`config.mk`:
```
export PLATFORM = sky130hd
export DESIGN_NAME = tcc_mul
export DESIGN_NICKNAME = d
export VERILOG_FILES = /design/src/rtl/tcc_pkg.sv /design/src/rtl/tcc_mul.sv
export SDC_FILE = /design/constraint.sdc
export NUM_CORES = 2
export LEC_CHECK = 0
export BUFFER_PORTS_ARGS = -buffer_cell sky130_fd_sc_hd__buf_4
export CORE_ASPECT_RATIO = 0.6
export CORE_MARGIN = 3
export CORE_UTILIZATION = 45
export DETAILED_ROUTE_END_ITERATION = 8
export HOLD_SLACK_MARGIN = 0.15
export PLACE_DENSITY = 0.67
export SYNTH_ARGS = -nofsm -noshare
export SYNTH_HDL_FRONTEND = slang
export SYNTH_SLANG_ARGS = --single-unit
```
`constraint.sdc`:
```
create_clock -name clk -period 13.21 [get_ports clk]
set_clock_uncertainty 0.15 [all_clocks]
set_input_delay 0.6605 -clock clk [delete_from_list [all_inputs] [get_ports clk]]
set_output_delay 0.6605 -clock clk [all_outputs]
set_load 0.02 [all_outputs]
```
`src/rtl/tcc_pkg.sv`:
```
`timescale 1ns / 1ps
`default_nettype none

package tcc_pkg;

  localparam int COORD_WIDTH_DEF = 32;

  // multiplier operand slice and pipeline depth
  localparam int MUL_CHUNK = 32;
  localparam int MUL_LAT   = 3;

endpackage

`default_nettype wire

```
`src/rtl/tcc_mul.sv`:
```
`timescale 1ns / 1ps
`default_nettype none

module tcc_mul import tcc_pkg::*; #(
  parameter int AW = 33,
  parameter int BW = 33
) (
  input  logic             clk,
  input  logic             en,
  input  logic [AW-1:0]    a,
  input  logic [BW-1:0]    b,
  output logic [AW+BW-1:0] p
);

  localparam int NA  = (AW + MUL_CHUNK - 1) / MUL_CHUNK;
  localparam int NB  = (BW + MUL_CHUNK - 1) / MUL_CHUNK;
  localparam int AXW = NA * MUL_CHUNK;
  localparam int BXW = NB * MUL_CHUNK;
  localparam int RW  = (NB + 1) * MUL_CHUNK;
  localparam int SW  = (NA + NB) * MUL_CHUNK;

  logic [AXW-1:0]         ax;
  logic [BXW-1:0]         bx;
  logic [2*MUL_CHUNK-1:0] pp [NA][NB];
  logic [RW-1:0]          row [NA];
  logic [RW-1:0]          row_next [NA];
  logic [SW-1:0]          sum;
  logic [SW-1:0]          sum_next;

  assign ax = AXW'(a);
  assign bx = BXW'(b);

  // rows: one slice of a against all slices of b
  always_comb begin
    for (int i = 0; i < NA; i++) begin
      row_next[i] = '0;
      for (int j = 0; j < NB; j++) begin
        row_next[i] = row_next[i] + (RW'(pp[i][j]) << (j * MUL_CHUNK));
      end
    end
    sum_next = '0;
    for (int i = 0; i < NA; i++) begin
      sum_next = sum_next + (SW'(row[i]) << (i * MUL_CHUNK));
    end
  end

  always_ff @(posedge clk) begin
    if (en) begin
      for (int i = 0; i < NA; i++) begin
        for (int j = 0; j < NB; j++) begin
          pp[i][j] <= ax[i*MUL_CHUNK +: MUL_CHUNK] * bx[j*MUL_CHUNK +: MUL_CHUNK];
        end
        row[i] <= row_next[i];
      end
      sum <= sum_next;
    end
  end

  assign p = sum[AW+BW-1:0];

endmodule

`default_nettype wire

```
=== Word-level counts from Yosys, hierarchy flattened ===
Memories as Yosys holds them, arrays and structs flattened.
Cells that the tools add are included.

* Register bits after elaboration: 66
* Memory bits (writable): 386
* Output and inout port bits: 66
* Memories: 2
* Input port bits: 68
* Word-level logic and storage cells: 12

* Multipliers: 4
* $add $sub $neg: 3
* Mux-type cells: 2

{| class="wikitable"
|+ Memory list
! memory !! words !! bits a word !! rd ports !! clocked after memory_dff !! write ports !! line !! source
|-
| pp || 2 || 97 || 2 || 0 || 2 || tcc_mul.sv:24 || <nowiki>logic [2*MUL_CHUNK-1:0] pp [NA][NB];</nowiki>
|-
| row || 2 || 96 || 2 || 0 || 2 || tcc_mul.sv:25 || <nowiki>logic [RW-1:0] row [NA];</nowiki>
|}

{| class="wikitable"
|+ Operators with widths
! kind !! count
|-
| 64-bit by 96-bit adder with 96-bit output || 2
|-
| 66-bit adder || 1
|-
| 32-bit by 32-bit multiplier with 64-bit output || 1
|-
| 1-bit by 32-bit multiplier with 33-bit output || 1
|-
| 32-bit by 1-bit multiplier with 33-bit output || 1
|-
| 1-bit by 1-bit multiplier with 2-bit output || 1
|-
| 1-bit two-way mux || 2
|}

=== Logic depth before layout (Yosys ltp) ===
* Depth after elaboration: 2
* Mapped depth: 29
* Depth with buffers taken out: 27

=== Worst setup path before layout ===
No wires, ideal clock.

* Path type: in2reg
* Start: in a[25]
* End: mem pp[0][96] (netlist bit), data pin
* Library setup time: 260 ps
* Arrival time: 7745 ps
* Path buffers: 2
* Stages on the path: 25
* Required time: 12800 ps
* Path slack: 5055 ps
* Cells stage by stage: clkbuf_1 -> and2_1 -> fa_1 -> fa_1 -> inv_1 -> fa_1 -> fa_1 -> inv_1 -> fa_1 -> fa_1 -> fa_1 -> inv_1 -> fa_1 -> inv_1 -> ha_1 -> buf_6 -> nand4_2 -> or4b_4 -> o221a_4 -> a41o_1 -> or4_4 -> o21ai_2 -> a311o_1 -> a21oi_1 -> xnor2_1

{| class="wikitable"
|+ RTL lines
! what !! line !! source
|-
| start: declaration || tcc_mul.sv:10 || <nowiki>input logic [AW-1:0] a,</nowiki>
|-
| end: declaration || tcc_mul.sv:24 ||
|}

==> impl_metrics.py <==
metrics = {
    "critical_path": {
        "worstPathRequired_ns": 13.39,
        "cp.buffers_inverters": 4,
        "endpoint_kind": "flip-flop",
        "worstSetupStartpointType": "primary input",
        "critical_path_depth": 23,
        "rr_worst_depth": 12,
        "timing.setup.critical_path_class": "in2reg",
        "worstPathCellList": "buf_4, nand2_1, fa_1, fa_1, inv_1, fa_1, fa_1, fa_1, fa_1, fa_1, inv_1, fa_1, inv_1, ha_1, nand4_2, or4b_4, o221a_4, a41o_1, or4_4, o21ai_2, a311o_1, a21oi_1, xnor2_1",
        "timing.critical_path.slowest_stage_cell": "sky130_fd_sc_hd__fa_1",
        "cp.arrival_ns": 8.89,
        "critical_path.max_fanout": 33,
        "max_stage_delay_ns": 0.60,
        "critical-path-top-cell-by-count": "sky130_fd_sc_hd__fa_1",
        "crit_family": "adder cells",
    },
    "sta": {
        "worst_margin_pin_slew_ns": 0.990,
        "fin_crit_ns": 8.71,
        "fin_crit_sh_pct": 65.9,
        "final_max_slew_viol_count": 0,
        "relSlewSlack_pct": 34.0,
        "finalHoldViolations": 0,
        "grt_setup_unrepaired": "false",
        "setup_viol": 0,
        "timing.fmax_ghz": 0.115,
        "timing.setup.tns_ns": 0,
    },
    "finish": {
        "fin_cells": 5811,
        "seq_area_sq_mm": 0.00880,
        "final_nets": 5765,
        "layout-area-overhead-vs-synth_pct": 5.80,
        "multi_input_area_sq_mm": 0.0328,
        "final_util_pct": 48.7,
        "drive_gt1_share_pct": 4.59,
        "filler_cell_count": 9151,
        "stdcell_area_sq_mm": 0.0485,
    },
    "grt": {
        "globalRouteOverflowTotal": 0,
        "wire_length_of_the_first_global_routing_pass_microns": 205000,
        "global_route.usage.total_pct": 25.7,
        "largest_net_degree_at_the_start_of_global_routing": 162,
        "via_count_of_the_first_global_routing_pass": 32500,
        "grt_antenna_before_repair": 7,
    },
    "floorplanning": {
        "design.core.area_sq_mm": 0.0997,
        "die_h_microns": 253,
        "die_x_microns": 418,
        "die_area_sq_mm": 0.106,
        "boundaryPins": 134,
        "fp-row-count": 89,
        "initial_core_utilization_pct": 46.0,
    },
    "synthesis": {
        "netlist.top_cell.by_area": "sky130_fd_sc_hd__fa_1",
        "synthAdderAreaFrac_pct": 48.2,
        "synth.cell_area_sq_mm": 0.0458,
        "post-synth-top-area-fraction_pct": 39.2,
        "asyncSetResetFlopFracSynth_pct": 0,
        "yosys.cell_count.top_type": "sky130_fd_sc_hd__fa_1",
        "synthFlopType": "sky130_fd_sc_hd__edfxtp_1",
        "yosys.area_share.simple_pct": 15.4,
        "yosys_register_bits": 293,
        "synth.area.top_cells": "sky130_fd_sc_hd__fa_1 (39%), sky130_fd_sc_hd__edfxtp_1 (19%), sky130_fd_sc_hd__ha_1 (9.0%)",
        "synth_top_family_by_area": "adder cells",
        "synthCells": 4524,
        "synth_top_cells_by_count": "sky130_fd_sc_hd__fa_1 (898), sky130_fd_sc_hd__inv_1 (896), sky130_fd_sc_hd__and2_1 (635)",
        "synth.area.mux_share_pct": 0.0655,
        "syn_area_per_cell_sq_um": 10.1,
        "synth-compound-area-share_pct": 5.69,
        "synth-xor-area-share_pct": 2.18,
        "seq_total_area_yosys_pct": 19.2,
        "ys.warnings.count": 0,
        "synth_nets": 5818,
        "synth_edf_count": 293,
        "synth.lib_cells_used.distinct": 79,
    },
    "routing": {
        "post-route-drc-count": 0,
        "num_vias": 31500,
        "dr.first_iter.drc_count": 3206,
        "detail_route.first_pass.iterations": 6,
        "drtAntennaViolNets": 0,
        "avgViaCountPerCell": 5.42,
        "route.final.wire_length_microns": 133000,
        "post_drt_wl_per_cell_microns": 22.9,
    },
    "placement": {
        "placement.cell_area_sq_mm": 0.0476,
        "hpwlAfterDp_microns": 101000,
        "finalWeightedCongestion": 0.917,
        "numPlacedInstances": 5760,
        "place.port_buffers": 133,
    },
    "cts": {
        "holdBufCountCts": 0,
        "post_cts.resized_instances": 0,
        "cts.path.max_buffers": 3,
        "postCtsSetupBuffers": 0,
        "htreeDepth": 1,
        "cts.clk_slew.worst_paths_ns": 0.07,
        "cts_root_buffer": "sky130_fd_sc_hd__clkbuf_16",
        "tritoncts": "done",
        "tritoncts.num_buffers": 28,
        "worst_skew_pair.late_latency_ns": 0.57,
        "numClockSinks": 293,
    },
    "worst_hold_path": {
        "worstHoldPathType": "reg2reg",
        "hold_path_depth": 0,
    },
    "outcome": {
        "status": "finished clean",
    },
    "flow_run": {
        "max_cap_violation_count": 0,
    },
}
-- kinds of logic after synthesis --
| logic type | after synthesis |
|---|---|
| AO/OA/AOI/OAI | 404 |
| multiplexers | 3 |
| XOR/XNOR | 114 |
| AND/OR/NAND/NOR | 1370 |
| flip-flops | 293 |
| adder cells (fa/ha/maj) | 1226 |
| buffers and inverters | 1114 |
-- flip-flops by register name, indices dropped and copies added (netlist names) --
name / cells
pp: 129
row: 98
sum: 66
-- cell type report --
type	instances	area share, %
multi-input combinational	3117	67.6
sequential	293	18.1
inverter	896	6.93
tap	1319	3.40
timing repair buffer	135	2.13
clock buffer	34	1.49
clock inverter	16	0.281
antenna	1	0.00516
-- worst register-to-register path, delay by kind of cell, from the launching register on --
family                   cells  cell delay (ns)
AO/OA/AOI/OAI                7             1.97
adder cells (fa/ha/maj)      2             0.42
buffers and inverters        1             0.07
flip-flops                   1             0.37
AND/OR/NAND/NOR              2             0.62
-- cell usage in the layout, fill, tap and decap left out, drive strengths merged, types with 8 or more instances in the layout --
master	count
inv	899
fa	898
and2	635
nand2	542
ha	328
edfxtp	293
a21oi	138
buf	135
xnor2	80
o21ai	71
a21o	67
nor2	62
xor2	34
clkbuf	34
nand4	24
nand3	23
nor3	20
o21bai	17
o21a	16
a31oi	14
and3	14
nor2b	13
a211oi	12
nand2b	10
clkinv	10
a21boi	8
-- metal layers --
metal | up-vias | part of all wire, % | GRT usage, %
met3 | 78 | 18 | 13.5
met2 | 1833 | 35 | 31.3
met5 | - | 0.020 | 0
met4 | 4 | 0.72 | 2.60
li1 | 13700 | - | -
met1 | 15800 | 46 | 40.5
-- through the flow --
stage / hold WS (ns) / setup slack (ns)
5_1_grt: 0.248 / 4.41
3_5_place_dp: 0.255 / 4.05
6_report: 0.237 / 4.50
2_1_floorplan: 0.250 / 5.05
3_3_place_gp: 0.252 / 4.08
4_1_cts: 0.242 / 4.65
-- path summary, 6_finish.rpt --
check | to | slack, ns | from
max | pp[0][96]$_DFFE_PP_ | 4.50 | b[17]
min | row[0][100]$_DFFE_PP_ | 0.24 | pp[1][37]$_DFFE_PP_
max reg2reg | row[0][64]$_DFFE_PP_ | 9.39 | pp[0][0]$_DFFE_PP_
min reg2reg | row[0][100]$_DFFE_PP_ | 0.24 | pp[1][37]$_DFFE_PP_
Power is left out: the tool's default activity adds up to more than one toggle a clock period on the data nets, which glitch-free logic cannot reach.
